File: config.mk
export PLATFORM = sky130hd
export DESIGN_NAME = bracket_pair_matcher
export DESIGN_NICKNAME = d
export VERILOG_FILES = /design/src/rtl/bpm_pkg.sv /design/src/rtl/bracket_pair_matcher.sv /design/src/rtl/bpm_front.sv /design/src/rtl/bpm_queue.sv /design/src/rtl/bpm_back.sv
export SDC_FILE = /design/constraint.sdc
export NUM_CORES = 1
export LEC_CHECK = 0
export ABC_AREA = 1
export BUFFER_PORTS_ARGS = -buffer_cell sky130_fd_sc_hd__clkbuf_2
export CAP_MARGIN = 20
export CORE_MARGIN = 3
export CORE_UTILIZATION = 40
export DETAILED_ROUTE_END_ITERATION = 6
export PLACE_DENSITY = 0.57
export SLEW_MARGIN = 0
export SYNTH_ARGS = -nofsm -noshare
export SYNTH_HDL_FRONTEND = slang
export SYNTH_SLANG_ARGS = --single-unit
File: constraint.sdc
create_clock -name clk -period 4.1 [get_ports clk]
set_input_delay 0.82 -clock clk [delete_from_list [all_inputs] [get_ports clk]]
set_output_delay 0.82 -clock clk [all_outputs]
set_load 0.02 [all_outputs]
File: src/rtl/bpm_pkg.sv
// bpm_pkg: shared types and constants for the bracket pair matcher
`default_nettype none

package bpm_pkg;

  // width of a character position
  localparam int POS_W = 12;
  // largest value a position field can hold
  localparam int POS_FIELD_TOP = 4095;

  // depth of the op queue between front and back
  localparam int Q_DEPTH = 2;

  // result mark codes
  localparam logic [1:0] MARK_MATCH_OPEN  = 2'd0;
  localparam logic [1:0] MARK_MATCH_CLOSE = 2'd1;
  localparam logic [1:0] MARK_BAD         = 2'd2;

  // bracket kind, shared by opening and closing forms
  typedef enum logic [1:0] {
    KIND_BRACE  = 2'd0,
    KIND_PAREN  = 2'd1,
    KIND_SQUARE = 2'd2
  } bkind_t;

  // what the front decided about one character
  typedef enum logic [1:0] {
    OP_NONE  = 2'd0,
    OP_OPEN  = 2'd1,
    OP_CLOSE = 2'd2
  } op_code_t;

  // one classified item handed from front to back
  typedef struct packed {
    logic [POS_W-1:0] pos;
    op_code_t         op;
    bkind_t           kind;
    logic             line_end;
  } op_t;

  // back part sequencer states
  typedef enum logic [2:0] {
    S_IDLE,
    S_EXEC,
    S_CLOSE2,
    S_FLUSH_RD,
    S_FLUSH
  } back_state_t;

endpackage

`default_nettype wire

File: src/rtl/bracket_pair_matcher.sv
// bracket_pair_matcher: top level of the bracket pair matcher
//
// channel   handshake            payload
// input     push / full          char_code[15:0], line_end
// result    pop / empty          position[11:0], mark_kind[1:0], run_last
//
// The front classifies a character, which then waits in a two-entry queue.
// The back handles a character in S_EXEC, adds S_CLOSE2 for a pair report
// and at line end sets up the stack read in S_FLUSH_RD, then reports each
// stacked opening bracket in S_FLUSH, one stack memory read per cycle unless pop stalls.
// Reset clears the stack count, the position counter, the queue and the
// result valid flag; stack entries are written before they are read.
// full rises while the queue holds two items; a stalled pop holds the back.
`default_nettype none

module bracket_pair_matcher #(
  parameter int STACK_DEPTH = 32,
  parameter int MAX_LINE    = 4096
) (
  input  wire logic                          clk,
  input  wire logic                          rst,
  input  wire logic                          push,
  output logic                               full,
  input  wire logic [15:0]                   char_code,
  input  wire logic                          line_end,
  input  wire logic                          pop,
  output logic                               empty,
  output logic [bpm_pkg::POS_W-1:0]          position,
  output logic [1:0]                         mark_kind,
  output logic                               run_last
);
  import bpm_pkg::*;

  op_t  enq_op;
  op_t  deq_op;
  logic enq;
  logic deq;
  logic q_full;
  logic q_empty;

  assign full = q_full;

  // character classification and position
  bpm_front #(
    .MAX_LINE (MAX_LINE)
  ) u_front (
    .clk       (clk),
    .rst       (rst),
    .push      (push),
    .char_code (char_code),
    .line_end  (line_end),
    .q_full    (q_full),
    .enq       (enq),
    .op        (enq_op)
  );

  // decoupling queue
  bpm_queue u_queue (
    .clk     (clk),
    .rst     (rst),
    .enq     (enq),
    .enq_op  (enq_op),
    .q_full  (q_full),
    .deq     (deq),
    .deq_op  (deq_op),
    .q_empty (q_empty)
  );

  // stack and reporting
  bpm_back #(
    .STACK_DEPTH (STACK_DEPTH)
  ) u_back (
    .clk       (clk),
    .rst       (rst),
    .deq_op    (deq_op),
    .q_empty   (q_empty),
    .deq       (deq),
    .pop       (pop),
    .empty     (empty),
    .position  (position),
    .mark_kind (mark_kind),
    .run_last  (run_last)
  );

endmodule

`default_nettype wire

File: src/rtl/bpm_front.sv
// bpm_front: classifies characters and tracks the position within the line
`default_nettype none

module bpm_front #(
  parameter int MAX_LINE = 4096
) (
  input  wire logic                      clk,
  input  wire logic                      rst,
  input  wire logic                      push,
  input  wire logic [15:0]               char_code,
  input  wire logic                      line_end,
  input  wire logic                      q_full,
  output logic                           enq,
  output bpm_pkg::op_t                   op
);
  import bpm_pkg::*;

  localparam int PosTopInt = (MAX_LINE - 1 < POS_FIELD_TOP) ? MAX_LINE - 1 : POS_FIELD_TOP;
  localparam logic [POS_W-1:0] PosTop = POS_W'(PosTopInt);

  localparam logic [15:0] CH_LBRACE = 16'h007B;
  localparam logic [15:0] CH_LPAREN = 16'h0028;
  localparam logic [15:0] CH_LSQR   = 16'h005B;
  localparam logic [15:0] CH_RBRACE = 16'h007D;
  localparam logic [15:0] CH_RPAREN = 16'h0029;
  localparam logic [15:0] CH_RSQR   = 16'h005D;

  logic [POS_W-1:0] char_position;
  logic [POS_W-1:0] char_position_next;

  // take an item whenever the queue has room
  assign enq = push && !q_full;

  // classify the character
  always_comb begin
    op.pos      = char_position;
    op.line_end = line_end;
    op.op       = OP_NONE;
    op.kind     = KIND_BRACE;
    case (char_code)
      CH_LBRACE: begin op.op = OP_OPEN;  op.kind = KIND_BRACE;  end
      CH_LPAREN: begin op.op = OP_OPEN;  op.kind = KIND_PAREN;  end
      CH_LSQR:   begin op.op = OP_OPEN;  op.kind = KIND_SQUARE; end
      CH_RBRACE: begin op.op = OP_CLOSE; op.kind = KIND_BRACE;  end
      CH_RPAREN: begin op.op = OP_CLOSE; op.kind = KIND_PAREN;  end
      CH_RSQR:   begin op.op = OP_CLOSE; op.kind = KIND_SQUARE; end
      default: begin
        op.op   = OP_NONE;
        op.kind = KIND_BRACE;
      end
    endcase
  end

  // saturating position counter, cleared after the line's last character
  always_comb begin
    char_position_next = char_position;
    if (enq) begin
      if (line_end) begin
        char_position_next = '0;
      end else if (char_position < PosTop) begin
        char_position_next = char_position + POS_W'(1);
      end
    end
  end

  always_ff @(posedge clk) begin
    if (rst) begin
      char_position <= '0;
    end else begin
      char_position <= char_position_next;
    end
  end

endmodule

`default_nettype wire

File: src/rtl/bpm_queue.sv
// bpm_queue: short op queue between front and back
`default_nettype none

module bpm_queue (
  input  wire logic          clk,
  input  wire logic          rst,
  input  wire logic          enq,
  input  bpm_pkg::op_t       enq_op,
  output logic               q_full,
  input  wire logic          deq,
  output bpm_pkg::op_t       deq_op,
  output logic               q_empty
);
  import bpm_pkg::*;

  localparam int PW = $clog2(Q_DEPTH);
  localparam int CW = $clog2(Q_DEPTH + 1);

  op_t           slots [Q_DEPTH];
  logic [PW-1:0] wr_ptr;
  logic [PW-1:0] rd_ptr;
  logic [CW-1:0] fill;

  assign q_full  = (fill == CW'(Q_DEPTH));
  assign q_empty = (fill == '0);
  assign deq_op  = slots[rd_ptr];

  // payload slots
  always_ff @(posedge clk) begin
    if (enq) begin
      slots[wr_ptr] <= enq_op;
    end
  end

  // pointers and fill level
  always_ff @(posedge clk) begin
    if (rst) begin
      wr_ptr <= '0;
      rd_ptr <= '0;
      fill   <= '0;
    end else begin
      if (enq) begin
        wr_ptr <= (wr_ptr == PW'(Q_DEPTH - 1)) ? '0 : wr_ptr + PW'(1);
      end
      if (deq) begin
        rd_ptr <= (rd_ptr == PW'(Q_DEPTH - 1)) ? '0 : rd_ptr + PW'(1);
      end
      case ({enq, deq})
        2'b10:   fill <= fill + CW'(1);
        2'b01:   fill <= fill - CW'(1);
        default: fill <= fill;
      endcase
    end
  end

  // queue checks
  a_fill_range: assert property (@(posedge clk) disable iff (rst)
    fill <= CW'(Q_DEPTH))
    else $error("queue fill out of range");
  a_no_overflow: assert property (@(posedge clk) disable iff (rst)
    q_full && !deq |=> fill == CW'(Q_DEPTH) || $past(enq) == 1'b0)
    else $error("queue overflow");
  a_deq_moves: assert property (@(posedge clk) disable iff (rst)
    deq && !enq && !q_empty |=> fill == $past(fill) - CW'(1))
    else $error("queue fill did not drop on dequeue");

endmodule

`default_nettype wire

File: src/rtl/bpm_back.sv
// bpm_back: bracket stack, pair reporting and line-end flush
`default_nettype none

module bpm_back #(
  parameter int STACK_DEPTH = 32
) (
  input  wire logic                       clk,
  input  wire logic                       rst,
  input  bpm_pkg::op_t                    deq_op,
  input  wire logic                       q_empty,
  output logic                            deq,
  input  wire logic                       pop,
  output logic                            empty,
  output logic [bpm_pkg::POS_W-1:0]       position,
  output logic [1:0]                      mark_kind,
  output logic                            run_last
);
  import bpm_pkg::*;

  localparam int AW = $clog2(STACK_DEPTH);
  localparam int CW = $clog2(STACK_DEPTH + 1);
  localparam int EW = POS_W + 2;

  back_state_t state;
  back_state_t state_next;

  op_t              cur;
  logic             match_r;
  logic [CW-1:0]    count;
  logic [CW-1:0]    count_next;
  logic [CW-1:0]    count_dec;
  logic [AW-1:0]    rd_addr;
  logic [EW-1:0]    stack_mem [STACK_DEPTH];
  logic [EW-1:0]    rd_q;
  logic [POS_W-1:0] rd_pos;
  bkind_t           rd_kind;
  logic             out_valid;
  logic             can_emit;
  logic             stack_full;
  logic             match_now;
  logic             mem_we;
  logic             emit;
  logic [POS_W-1:0] e_pos;
  logic [1:0]       e_kind;
  logic             e_last;

  assign rd_pos     = rd_q[EW-1:2];
  assign rd_kind    = bkind_t'(rd_q[1:0]);
  assign can_emit   = !out_valid || pop;
  assign stack_full = (count == CW'(STACK_DEPTH));
  assign match_now  = (rd_kind == cur.kind);
  assign empty      = !out_valid;

  // next state
  always_comb begin
    state_next = state;
    case (state)
      S_IDLE: begin
        if (!q_empty) state_next = S_EXEC;
      end
      S_EXEC: begin
        case (cur.op)
          OP_OPEN: begin
            if (!stack_full || can_emit) begin
              state_next = cur.line_end ? S_FLUSH_RD : S_IDLE;
            end
          end
          OP_CLOSE: begin
            if (can_emit) state_next = (count != '0) ? S_CLOSE2 : S_IDLE;
          end
          default: begin
            state_next = (cur.line_end && count != '0) ? S_FLUSH_RD : S_IDLE;
          end
        endcase
      end
      S_CLOSE2: begin
        if (can_emit) state_next = (cur.line_end && count != '0) ? S_FLUSH_RD : S_IDLE;
      end
      S_FLUSH_RD: state_next = S_FLUSH;
      S_FLUSH: begin
        if (can_emit && count == CW'(1)) state_next = S_IDLE;
      end
      default: state_next = S_IDLE;
    endcase
  end

  // outputs and stack updates per state
  always_comb begin
    deq        = 1'b0;
    mem_we     = 1'b0;
    emit       = 1'b0;
    e_pos      = cur.pos;
    e_kind     = MARK_BAD;
    e_last     = 1'b1;
    count_next = count;
    case (state)
      S_IDLE: begin
        deq = !q_empty;
      end
      S_EXEC: begin
        case (cur.op)
          OP_OPEN: begin
            if (!stack_full) begin
              mem_we     = 1'b1;
              count_next = count + CW'(1);
            end else begin
              emit   = can_emit;
              e_last = !cur.line_end;
            end
          end
          OP_CLOSE: begin
            if (count != '0) begin
              emit   = can_emit;
              e_pos  = rd_pos;
              e_kind = match_now ? MARK_MATCH_OPEN : MARK_BAD;
              e_last = 1'b0;
              if (can_emit) count_next = count - CW'(1);
            end else begin
              emit = can_emit;
            end
          end
          default: begin
            emit = 1'b0;
          end
        endcase
      end
      S_CLOSE2: begin
        emit   = can_emit;
        e_kind = match_r ? MARK_MATCH_CLOSE : MARK_BAD;
        e_last = !(cur.line_end && count != '0);
      end
      S_FLUSH: begin
        emit   = can_emit;
        e_pos  = rd_pos;
        e_last = (count == CW'(1));
        if (can_emit) count_next = count - CW'(1);
      end
      default: begin
        emit = 1'b0;
      end
    endcase
  end

  // read address tracks the top of the stack as it will be next cycle
  assign count_dec = count_next - CW'(1);
  assign rd_addr   = (count_next == '0) ? '0 : count_dec[AW-1:0];

  // stack memory
  always_ff @(posedge clk) begin
    if (mem_we) begin
      stack_mem[count[AW-1:0]] <= {cur.pos, cur.kind};
    end
    rd_q <= stack_mem[rd_addr];
  end

  // current item and match flag
  always_ff @(posedge clk) begin
    if (deq) begin
      cur <= deq_op;
    end
    if (state == S_EXEC) begin
      match_r <= match_now;
    end
  end

  // result register
  always_ff @(posedge clk) begin
    if (emit) begin
      position  <= e_pos;
      mark_kind <= e_kind;
      run_last  <= e_last;
    end
  end

  // control registers
  always_ff @(posedge clk) begin
    if (rst) begin
      state     <= S_IDLE;
      count     <= '0;
      out_valid <= 1'b0;
    end else begin
      state <= state_next;
      count <= count_next;
      if (emit) begin
        out_valid <= 1'b1;
      end else if (pop) begin
        out_valid <= 1'b0;
      end
    end
  end

  // stack and sequencer checks
  a_count_range: assert property (@(posedge clk) disable iff (rst)
    count <= CW'(STACK_DEPTH))
    else $error("stack count out of range");
  a_flush_ends_empty: assert property (@(posedge clk) disable iff (rst)
    state == S_FLUSH && can_emit && count == CW'(1) |=> count == '0 && state == S_IDLE)
    else $error("flush did not empty the stack");
  a_close2_from_exec: assert property (@(posedge clk) disable iff (rst)
    state == S_CLOSE2 |-> $past(state) == S_EXEC || $past(state) == S_CLOSE2)
    else $error("second pair result without a pop");
  a_flush_nonempty: assert property (@(posedge clk) disable iff (rst)
    state == S_FLUSH |-> count != '0)
    else $error("flush on an empty stack");

endmodule

`default_nettype wire

==> impl_metrics.tcl <==
set metrics [dict create \
    wl_per_cell_um 20.4 \
    critPathKind "register to register" \
    syn_area_um2 24600 \
    skew_ns 0.0160 \
    timing.rr.end "u_back.rd_q[10]" \
    ys.flop_type "edfxtp_1" \
    final-instance-count-excl-fill 3203 \
    outcome "finished, final reports clean" \
    root_buffer "clkbuf_16" \
    critPathMaxStageDelay_ns 0.37 \
    crit_chain "inv_1, ha_1, nand3_1, o21ai_0, a22oi_1, o21ai_0, nand2_1, ha_1, nand3_1, nor2_4, nand2_8, buf_4, buf_4, nand3b_1, nand2_1, nand3_1, nand3_1, nand2_1, nand2_1, nand2_1" \
    finalHoldViolCount 0 \
    final_core_util_pct 46.0 \
    tns_ns 0 \
    hp-class "primary input to register" \
    postRouteAntennaNets 0 \
    placed_area_um2 25900 \
    nNetsFinal 2405 \
    syn2layout_area_growth_pct 13.2 \
    r2r.worst_path.cells 20 \
    multiInputGateArea_um2 6770 \
    die_w_um 254 \
    worst_r2r_startpoint "u_back.count[1]" \
    cts.sinks 555 \
    async_flop_share_pct 0 \
    crit_buf_inv 3 \
    core_um2 60700 \
    worst_ep_required_time_ns 4.59 \
    dp.cells 3094 \
    drive_gt1_share_pct 10.5 \
    avgSynthCellArea_um2 10.6 \
    grt_usage_pct 20.3 \
    synth_nets 2349 \
    h-tree-depth 2 \
    ys_types 48 \
    critPathMostFrequentCell "nand2_1" \
    nFillCells 5640 \
    timing.final.crit_share_pct 91.2 \
    antenna_found_initial 0 \
    firstDrtPassIters 5 \
    drt_iter0_drc 1573 \
    cts_tree "yes" \
    remaining_drc_errors 0 \
    slew_viol_final 0 \
    clk_pin_slew_ns 0.06 \
    seq_area_um2 16300 \
    synth_edf_count 515 \
    critPathTopFamily "simple AND/OR/NAND/NOR gates" \
    post_cts_buffers 0 \
    slew_headroom_pct 34.1 \
    maxCapViolations 0 \
    cp_max_fo 28 \
    finalWirelength_um 65200 \
    grt_max_degree 170 \
    cp_slowest_cell "dfxtp_2" \
    rsz0062_at_grt "false" \
    critPathLaunchType "register" \
    n_antenna_cell 0 \
    num_vias 16800 \
    whs_endpoint "u_queue.slots[0][0]" \
    worstPathArrival_ns 4.23 \
    detail_route.vias_per_cell 5.24 \
    io_buffers 37 \
    yosys_warnings 0 \
    die_area_um2 64600 \
    grt_pass1_wl_um 99400 \
    setup_viol 0 \
    worst_pin_slew_ns 0.988 \
    overflow 0 \
    start_util_pct 40.6 \
    first_global_vias 16400 \
    hp-start "line_end" \
    die_h_um 254 \
    fmax_ghz 0.268 \
    fin_area_um2 27900 \
    min_period_ns 3.74 \
    synth_seq_area_share_pct 66.0 \
    crit_path_end_kind "register" \
    regToRegSetupSlack_ns 0.36 \
    synth-seq-cells 555 \
    io_pins 38 \
    rows 90 \
    cts_buffers 59 \
    syn-instance-count 2317 \
    gp_congestion 0.887 \
    whs_path_depth 1 \
    hpwl_um 38500 \
    clock_latency_ns 0.61 \
    max-clock-path-buffers 3 \
]
-- state kept, by name (all words and copies together), names as in the netlist, 2 cells and up --
register               flops
u_back.stack_mem         448
u_back.cur                17
u_queue.slots             34
u_back.position           12
u_back.count               6
u_back.mark_kind           2
u_front.char_position     12
u_queue.fill               2
u_back.state               3
u_back.rd_q               14
-- final cells by class --
| type | instances | share of cell area [%] |
|---|---|---|
| Sequential cell | 555 | 58.3 |
| Clock inverter | 30 | 1.17 |
| Multi-Input combinational cell | 1387 | 24.3 |
| Clock buffer | 79 | 5.88 |
| Inverter | 248 | 3.35 |
| Tap cell | 782 | 3.51 |
| Timing Repair Buffer | 122 | 3.53 |
-- how the worst max path moves through the flow --
stage,start,to,cells past startpoint
after floorplan,pop,u_back.rd_q[2],25
after global placement,pop,u_back.rd_q[1],22
after detailed placement,pop,u_back.rd_q[1],22
final,u_back.count[1],u_back.rd_q[10],20
after global routing,u_back.cur[3],u_back.rd_q[4],21
after CTS,u_back.cur[3],u_back.rd_q[4],21
-- routing by layer --
| metal | vias up | global-route usage [%] | wire (µm) |
|---|---|---|---|
| met5 | - | 0 | 0 |
| met4 | 0 | 7.67 | 2250 |
| met3 | 131 | 2.48 | 3730 |
| met2 | 532 | 33.6 | 30900 |
| met1 | 8170 | 27.6 | 28400 |
| li1 | 7960 | - | - |
-- through the flow --
stage,hold WS [ns],setup WS (ns)
global placement,0.437,0.208
global route,0.418,0.0225
detailed placement,0.444,0.176
finish,0.432,0.362
CTS,0.395,0.239
floorplan,0.426,0.604
-- cells by family (layout without fill, tap and decap cells) --
group	Yosys count	count (layout)	share of synthesized area, %
fa+ha+maj	11	11	0.558
flops	555	555	66.0
xor+xnor	4	4	0.142
mux	12	12	0.548
buf+inv	375	479	6.73
simple gates	1296	1296	24.5
compound gates	64	64	1.50
-- worst register-to-register path: stages (launching register included) --
cell      delay, ns
dfxtp_2        0.37
inv_1          0.15
ha_1           0.23
nand3_1        0.15
o21ai_0        0.28
a22oi_1        0.14
o21ai_0        0.18
nand2_1        0.16
ha_1           0.23
nand3_1        0.12
nor2_4         0.07
nand2_8        0.12
buf_4          0.34
buf_4          0.27
nand3b_1       0.09
nand2_1        0.10
nand3_1        0.09
nand3_1        0.24
nand2_1        0.16
nand2_1        0.09
nand2_1        0.06
-- cell usage after synthesis (3+ instances only) --
cell / count / area (µm²)
a21oi_1: 23 / 115
inv_2: 5 / 18.8
nand4_1: 6 / 37.5
buf_4: 6 / 45.0
nand2_1: 434 / 1630
buf_2: 75 / 375
nor2_2: 3 / 18.8
nand3b_1: 156 / 1170
xor2_1: 4 / 35.0
clkbuf_1: 26 / 97.6
mux2_2: 12 / 135
o21ai_0: 24 / 120
nand2_2: 3 / 18.8
nor3_1: 5 / 25.0
nand3_1: 382 / 1910
buf_1: 3 / 11.3
buf_6: 16 / 180
dfxtp_1: 40 / 801
clkinv_1: 3 / 11.3
inv_1: 239 / 897
edfxtp_1: 515 / 15500
nor2_1: 294 / 1100
ha_1: 11 / 138
-- cells in the final DEF (no fill, tap or decap), types with 4 or more instances in the layout --
cell and instances:
a21oi_1 23, buf_12 13, buf_4 72, bufinv_16 7
clkbuf_1 11, clkbuf_16 59, clkbuf_2 37, clkbuf_8 9
clkinv_1 12, clkinv_2 10, dfxtp_1 38, edfxtp_1 515
ha_1 11, inv_1 236, inv_2 8, mux2_2 12
nand2_1 434, nand3_1 382, nand3b_1 156, nand4_1 6
nor2_1 291, nor2_2 4, nor2_4 4, nor3_1 5
o21ai_0 24, xor2_1 4
-- timing repair --
item                       CTS  global route
hold buffers                 0             0
hold endpoints to repair     0             0
gates resized for setup      0             5
setup endpoints to repair    0            12
Power is left out: the tool's default activity adds up to more than one toggle a clock period on the data nets, which glitch-free logic cannot reach.
